File: src/design/cdq_pkg.sv
package cdq_pkg;

    localparam int DEPTH  = 8;
    localparam int IDX_W  = (DEPTH > 1) ? $clog2(DEPTH) : 1;
    localparam int CNT_W  = $clog2(DEPTH + 1);
    localparam int DATA_W = 32;
    localparam int OP_W   = 3;
    localparam int STAT_W = 2;
    localparam int OCC_W  = 4;

    localparam logic [OP_W-1:0] OP_PUSH_FRONT = 3'd0;
    localparam logic [OP_W-1:0] OP_PUSH_REAR  = 3'd1;
    localparam logic [OP_W-1:0] OP_POP_FRONT  = 3'd2;
    localparam logic [OP_W-1:0] OP_POP_REAR   = 3'd3;
    localparam logic [OP_W-1:0] OP_PEEK_FRONT = 3'd4;
    localparam logic [OP_W-1:0] OP_PEEK_REAR  = 3'd5;

    localparam logic [STAT_W-1:0] STAT_DONE  = 2'd0;
    localparam logic [STAT_W-1:0] STAT_FULL  = 2'd1;
    localparam logic [STAT_W-1:0] STAT_EMPTY = 2'd2;

    typedef struct packed {
        logic [OP_W-1:0]          opcode;
        logic signed [DATA_W-1:0] value;
    } t_in_item;

    typedef struct packed {
        logic [STAT_W-1:0]        status;
        logic signed [DATA_W-1:0] data;
        logic [OCC_W-1:0]         occupancy;
    } t_out_item;

    // controller to datapath
    typedef struct packed {
        logic load;     // capture item, start slot read
        logic exec;     // apply operation, register result
    } t_dp_cmd;

endpackage

File: src/design/cdq_ctrl.sv
module cdq_ctrl (
    input  logic            i_clk,
    input  logic            i_rst_n,
    input  logic            start,
    output logic            busy,
    output cdq_pkg::t_dp_cmd o_cmd
);
    import cdq_pkg::*;

    typedef enum logic [1:0] {
        S_IDLE = 2'b01,
        S_EXEC = 2'b10
    } t_state;

    t_state r_state;
    t_state n_state;

    always_comb begin
        n_state    = r_state;
        o_cmd.load = 1'b0;
        o_cmd.exec = 1'b0;
        unique case (r_state)
            S_IDLE: begin
                if (start) begin
                    o_cmd.load = 1'b1;
                    n_state    = S_EXEC;
                end
            end
            S_EXEC: begin
                o_cmd.exec = 1'b1;
                n_state    = S_IDLE;
            end
            default: n_state = S_IDLE;
        endcase
    end

    always_ff @(posedge i_clk) begin
        if (!i_rst_n) begin
            r_state <= S_IDLE;
        end else begin
            r_state <= n_state;
        end
    end

    assign busy = (r_state == S_EXEC);

endmodule

File: src/design/cdq_datapath.sv
module cdq_datapath (
    input  logic               i_clk,
    input  logic               i_rst_n,
    input  cdq_pkg::t_dp_cmd   i_cmd,
    input  cdq_pkg::t_in_item  i_item,
    output logic               o_strobe,
    output cdq_pkg::t_out_item o_result
);
    import cdq_pkg::*;

    logic signed [DATA_W-1:0] r_slots [DEPTH];
    logic signed [DATA_W-1:0] r_rdata;
    logic [OP_W-1:0]          r_op;
    logic signed [DATA_W-1:0] r_value;
    logic [IDX_W-1:0]         r_head, n_head;
    logic [IDX_W-1:0]         r_tail, n_tail;
    logic [CNT_W-1:0]         r_count, n_count;
    logic                     r_strobe;
    t_out_item                r_result, n_result;

    logic                     wr_en;
    logic [IDX_W-1:0]         wr_addr;
    logic                     rd_front;
    logic [IDX_W-1:0]         rd_addr;
    logic                     is_full, is_empty;

    function automatic logic [IDX_W-1:0] wrap_inc(input logic [IDX_W-1:0] i);
        return (i == IDX_W'(DEPTH - 1)) ? '0 : i + 1'b1;
    endfunction

    function automatic logic [IDX_W-1:0] wrap_dec(input logic [IDX_W-1:0] i);
        return (i == '0) ? IDX_W'(DEPTH - 1) : i - 1'b1;
    endfunction

    // read address is taken from the indices as they stand when the item arrives
    assign rd_front = (i_item.opcode == OP_POP_FRONT) || (i_item.opcode == OP_PEEK_FRONT);
    assign rd_addr  = rd_front ? r_head : r_tail;

    assign is_full  = (r_count == CNT_W'(DEPTH));
    assign is_empty = (r_count == '0);

    always_comb begin
        n_head          = r_head;
        n_tail          = r_tail;
        n_count         = r_count;
        wr_en           = 1'b0;
        wr_addr         = '0;
        n_result.status = STAT_DONE;
        n_result.data   = '0;
        unique case (r_op) inside
            OP_PUSH_FRONT, OP_PUSH_REAR: begin
                if (is_full) begin
                    n_result.status = STAT_FULL;
                end else begin
                    wr_en = 1'b1;
                    if (is_empty) begin
                        n_head  = '0;
                        n_tail  = '0;
                        wr_addr = '0;
                    end else if (r_op == OP_PUSH_FRONT) begin
                        n_head  = wrap_dec(r_head);
                        wr_addr = n_head;
                    end else begin
                        n_tail  = wrap_inc(r_tail);
                        wr_addr = n_tail;
                    end
                    n_count = r_count + 1'b1;
                end
            end
            OP_POP_FRONT, OP_POP_REAR, OP_PEEK_FRONT, OP_PEEK_REAR: begin
                if (is_empty) begin
                    n_result.status = STAT_EMPTY;
                end else begin
                    n_result.data = r_rdata;
                    if (r_op == OP_POP_FRONT) begin
                        n_head  = wrap_inc(r_head);
                        n_count = r_count - 1'b1;
                    end else if (r_op == OP_POP_REAR) begin
                        n_tail  = wrap_dec(r_tail);
                        n_count = r_count - 1'b1;
                    end
                end
            end
            default: ;  // unused codes: no operation
        endcase
        n_result.occupancy = OCC_W'(n_count);
    end

    always_ff @(posedge i_clk) begin
        if (i_cmd.load) begin
            r_rdata <= r_slots[rd_addr];
        end
        if (i_cmd.exec && wr_en) begin
            r_slots[wr_addr] <= r_value;
        end
    end

    always_ff @(posedge i_clk) begin
        if (i_cmd.load) begin
            r_op    <= i_item.opcode;
            r_value <= i_item.value;
        end
        if (i_cmd.exec) begin
            r_result <= n_result;
        end
    end

    always_ff @(posedge i_clk) begin
        if (!i_rst_n) begin
            r_head   <= '0;
            r_tail   <= '0;
            r_count  <= '0;
            r_strobe <= 1'b0;
        end else begin
            r_strobe <= i_cmd.exec;
            if (i_cmd.exec) begin
                r_head  <= n_head;
                r_tail  <= n_tail;
                r_count <= n_count;
            end
        end
    end

    assign o_strobe = r_strobe;
    assign o_result = r_result;

endmodule

File: src/design/circular_deque_unit.sv
// Double-ended queue over a circular store of DEPTH signed 32-bit words.
// Input: drive i_item (opcode, value) with start high; the item is taken
// at the clock edge where start is high and busy is low.
// Opcodes: push front, push rear, pop front, pop rear, peek front, peek rear.
// Output: one result item per input item, on o_result for exactly one cycle
// while o_strobe is high. status reports done, full (push refused) or empty
// (pop or peek refused); data carries the removed or peeked word, else zero;
// occupancy is the element count after the operation.
// Timing: the slot is read into a register at the edge where the item is
// taken, the index update runs in the following execute cycle, and the
// result strobe is high in the cycle after that. busy is high during the
// execute cycle only, so a new item is taken while the previous result is
// shown.
// Reset (synchronous, active low) empties the deque and clears the indices;
// the slot store itself is not cleared. The receiver cannot stall: each
// result is taken in its strobe cycle.
module circular_deque_unit (
    input  logic               i_clk,
    input  logic               i_rst_n,
    input  logic               start,
    output logic               busy,
    input  cdq_pkg::t_in_item  i_item,
    output logic               o_strobe,
    output cdq_pkg::t_out_item o_result
);
    import cdq_pkg::*;

    t_dp_cmd cmd;

    cdq_ctrl u_ctrl (
        .i_clk   (i_clk),
        .i_rst_n (i_rst_n),
        .start   (start),
        .busy    (busy),
        .o_cmd   (cmd)
    );

    cdq_datapath u_datapath (
        .i_clk    (i_clk),
        .i_rst_n  (i_rst_n),
        .i_cmd    (cmd),
        .i_item   (i_item),
        .o_strobe (o_strobe),
        .o_result (o_result)
    );

endmodule

File: config.mk
export PLATFORM = sky130hd
export DESIGN_NAME = circular_deque_unit
export DESIGN_NICKNAME = d
export VERILOG_FILES = /design/src/design/cdq_pkg.sv /design/src/design/cdq_ctrl.sv /design/src/design/cdq_datapath.sv /design/src/design/circular_deque_unit.sv
export SDC_FILE = /design/constraint.sdc
export NUM_CORES = 1
export LEC_CHECK = 0
export BUFFER_PORTS_ARGS = -buffer_cell sky130_fd_sc_hd__buf_2
export CAP_MARGIN = 0
export CORE_AREA = 2 2 192 194
export CTS_BUF_LIST = sky130_fd_sc_hd__clkbuf_4 sky130_fd_sc_hd__clkbuf_8
export DETAILED_ROUTE_END_ITERATION = 12
export DIE_AREA = 0 0 194 196
export SYNTH_ARGS = -nofsm -noshare
export SYNTH_HDL_FRONTEND = slang
export SYNTH_SLANG_ARGS = --single-unit
File: constraint.sdc
create_clock -name i_clk -period 15.3 [get_ports i_clk]
set_input_delay 3.06 -clock i_clk [delete_from_list [all_inputs] [get_ports i_clk]]
set_output_delay 3.06 -clock i_clk [all_outputs]
set_load 0.1 [all_outputs]
==> summary.md <==
| Metric | Value |
|---|---|
| Post-synth EDFFs | 361 |
| Die height | 196 um |
| Register area | 11100 sq um |
| Final period utilization | between 30% and 40% |
| Worst R2R Path Depth | 6 |
| Number of nets with antenna violations after routing | 0 |
| Crit path DAT | between 6 and 7 ns |
| Post-synth cell types | 48 |
| Post-synth top flop | edfxtp_1 |
| Drt total wl | 35460 um |
| Cts hold-fix bufs | 0 |
| Remaining global-route overflow | 0 |
| Synth Area in Compound Gates | roughly 9% |
| CTS root buf | clkbuf_8 |
| Highest Clock Rate | about 0.17 GHz |
| Sequential share of the synthesized area | 69.42% |
| Simple-gate area share of the yosys netlist | 13.63% |
| Run status | completed |
| Largest net degree at the start of global routing | 115 |
| Critical R2R Launch | u_datapath.r_head[0] |
| Avg Inst Size Synth | 13.88 sq um |
| Place WS | 8.621 ns |
| Max Cap Viol | 0 |
| CP Capture Type | register |
| DR WL/cell | about 20 um |
| Layout cells sized above 1 | between 10% and 20% |
| Fin Setup TNS | 0 ns |
| R2R Path End | u_datapath.r_rdata[5] |
| Initial drt markers | 651 |
| ANT cells | 0 |
| Setup violations, final | 0 |
| Register-to-register path setup slack | between 10 and 15 ns |
| Synth warn | 0 |
| RSZ-0062 raised after global routing | no |
| Placer congestion estimate | 0.7540 |
| VDD IR max | 0.07028 mV |
| Mapped Cells | 1152 |
| Worst hold stages | 1 |
| Most common cell after layout, fill and taps aside | edfxtp_1 |
| Final Cell Area | about 18000 sq um |
| Final Hold Vio Count | 0 |
| First-pass DRT Iterations | 6 |
| Dpl hpwl | ~19000 um |
| PortBufs | 77 |
| Hold Crit Start | u_datapath.r_rdata[20] |
| Slew headroom | 24.60% |
| Tmin final | 6.004 ns |
| Adder-Cell Fraction of Synth Area | less than 1% |
| Global Route Usage Sum | 18.57% |
| Postcts setup bufs | 0 |
| CTS tree | yes |
| Starting density of the core | 44.31% |
| Vias after detailed routing | 9822 |
| First-pass GRT wire length | between 50000 and 60000 um |
| Largest family of logic cells by synthesized area | simple AND/OR/NAND/NOR gates |
| Syn nets | 1200 |
| Setup CP Type | input pin to register |
| PnR worst setup slack | 9.296 ns |
| Synth Area in XOR/XNOR | 0.4304% |
| Worst-margin pin slew | ~1.1 ns |
| Die footprint | between 30000 and 40000 sq um |
| Width of the die | 194 um |
| Clk_skew | 0.01966 ns |
| Dpl cell area | 16880 sq um |
| Site Rows | 70 |
| Post-Syn Area | 15990 sq um |
| Multi-input logic area | 4581 sq um |
| Fin util | approximately half |
| Final net count | 1279 |
| CTS sink cnt | around 370 |
| Clock Latency Late Sink | 0.64 ns |
| Hold WC Path Type | register to register |
| Vias per cell | 5.613 |
| Post-CTS Resized | 0 |
| Element type at the critical path start | input pin |
| Synth-to-layout area growth | 13.39% |
| Initial antenna violation count | 0 |
| DR DRC count | 0 |
| Worst path required time | 15.74 ns |
| Register bit total from synthesis | 374 |
| Worst-path clk slew | roughly 0.060 ns |
| Pins Over Slew Limit | 0 |
| P per Cell Area | roughly 120 nW/um^2 |
| H-tree level count | 2 |
| IO Pins | 78 |
| # fillers | 3119 |
| CTS buffer count | 60 |
| Multiplexer area fraction after synthesis | 4.131% |
| Clock Tree Buf Depth | 3 |
| Most frequent cells in the layout | edfxtp_1 (361), nand3_1 (195), nand2_1 (78) |
| CP max FO | 84 |
| Leak pwr | between 6 and 7 nW |
| Vias in the first global route | 10020 |
| Hold Path End | u_datapath.o_result[24] |
| Area of the core | 36080 sq um |
| Post-synthesis async set-or-reset flop share | 0% |
layer usage:
layer	wire, um	global-route usage, %	vias up
li1	-	-	4605
met1	15750	24.39	4858
met2	16620	30.22	269
met3	2027	3.593	90
met4	1049	8.081	0
met5	0	0	-
how the worst max path moves through the flow:
stage	startpoint	to	slack [ns]	cells past startpoint
after floorplan	start	u_datapath.r_op[0]	8.88	2
after global placement	i_item[33]	u_datapath.r_rdata[12]	8.78	8
after detailed placement	i_item[33]	u_datapath.r_rdata[5]	8.62	8
after CTS	i_item[33]	u_datapath.r_rdata[5]	9.30	8
after global routing	i_item[33]	u_datapath.r_rdata[5]	9.02	8
final	i_item[33]	u_datapath.r_rdata[5]	9.30	8
cell families (layout without fill, tap and decap cells):
kind of cell	Yosys count	count (layout)
xor+xnor	7	7
fa+ha+maj	10	10
simple gates	426	426
compound gates	174	174
mux	66	66
buf+inv	95	225
flops	374	374
power by group:
| group | switching, mW | internal [mW] | leakage (nW) |
|---|---|---|---|
| sequential | 0.0166 | 1.14 | 3.37 |
| combinational | 0.0655 | 0.0294 | 2.56 |
| clock | 0.396 | 0.490 | 0.665 |
| total | 0.478 | 1.66 | 6.59 |
state kept, by name (all words and copies together), names as in the netlist:
name and flops:
u_datapath.r_slots 256, u_datapath.o_result 38, u_datapath.r_rdata 32, u_datapath.r_value 32, u_datapath.r_count 4, u_datapath.r_head 3
u_datapath.r_op 3, u_datapath.r_tail 3, u_ctrl.r_state 2, u_datapath.o_strobe 1
through the flow:
| step | instances | power, mW | hold WS, ns |
|---|---|---|---|
| 2_1_floorplan | 1152 | 1.245 | 0.4260 |
| 3_3_place_gp | 1637 | 1.273 | 0.4991 |
| 5_1_grt | 1750 | 2.221 | 0.5351 |
| 6_report | 1750 | 2.141 | 0.5160 |
| 3_5_place_dp | 1637 | 1.275 | 0.5034 |
| 4_1_cts | 1750 | 2.167 | 0.5178 |
layout make-up:
| type | instances | share of cell area [%] |
|---|---|---|
| Tap cell | 468 | 3.230 |
| Inverter | 11 | 0.2277 |
| Multi-Input combinational cell | 683 | 25.26 |
| Timing Repair Buffer | 101 | 3.119 |
| Clock inverter | 38 | 1.739 |
| Sequential cell | 374 | 61.25 |
| Clock buffer | 75 | 5.176 |
worst max-delay path, cell delays in order:
cell      delay, ns
buf_2          0.15
xor2_4         0.15
buf_4          0.67
a21oi_1        0.25
a21oi_4        0.82
buf_4          0.77
mux2i_1        0.17
a221oi_1       0.34
synthesized netlist by cell type, types with 3 or more instances:
cell type | count | share of area, %
dfxtp_1 | 13 | 1.6
buf_1 | 4 | 0.094
mux2i_1 | 66 | 4.1
clkbuf_1 | 54 | 1.3
nand3_1 | 195 | 6.1
xnor2_1 | 4 | 0.22
a221oi_1 | 18 | 0.99
o21ai_0 | 10 | 0.31
buf_2 | 19 | 0.59
and2_1 | 37 | 1.4
nor2b_1 | 5 | 0.20
o22ai_1 | 34 | 1.3
nor3_1 | 20 | 0.63
nand2_1 | 78 | 1.8
a21oi_1 | 15 | 0.47
a221oi_2 | 16 | 1.5
buf_6 | 3 | 0.21
nor2_1 | 12 | 0.28
buf_4 | 4 | 0.19
a22o_1 | 64 | 3.5
nand2b_1 | 70 | 2.7
inv_1 | 11 | 0.26
edfxtp_1 | 361 | 68
ha_1 | 10 | 0.78
(Power assumes the default switching activity.)
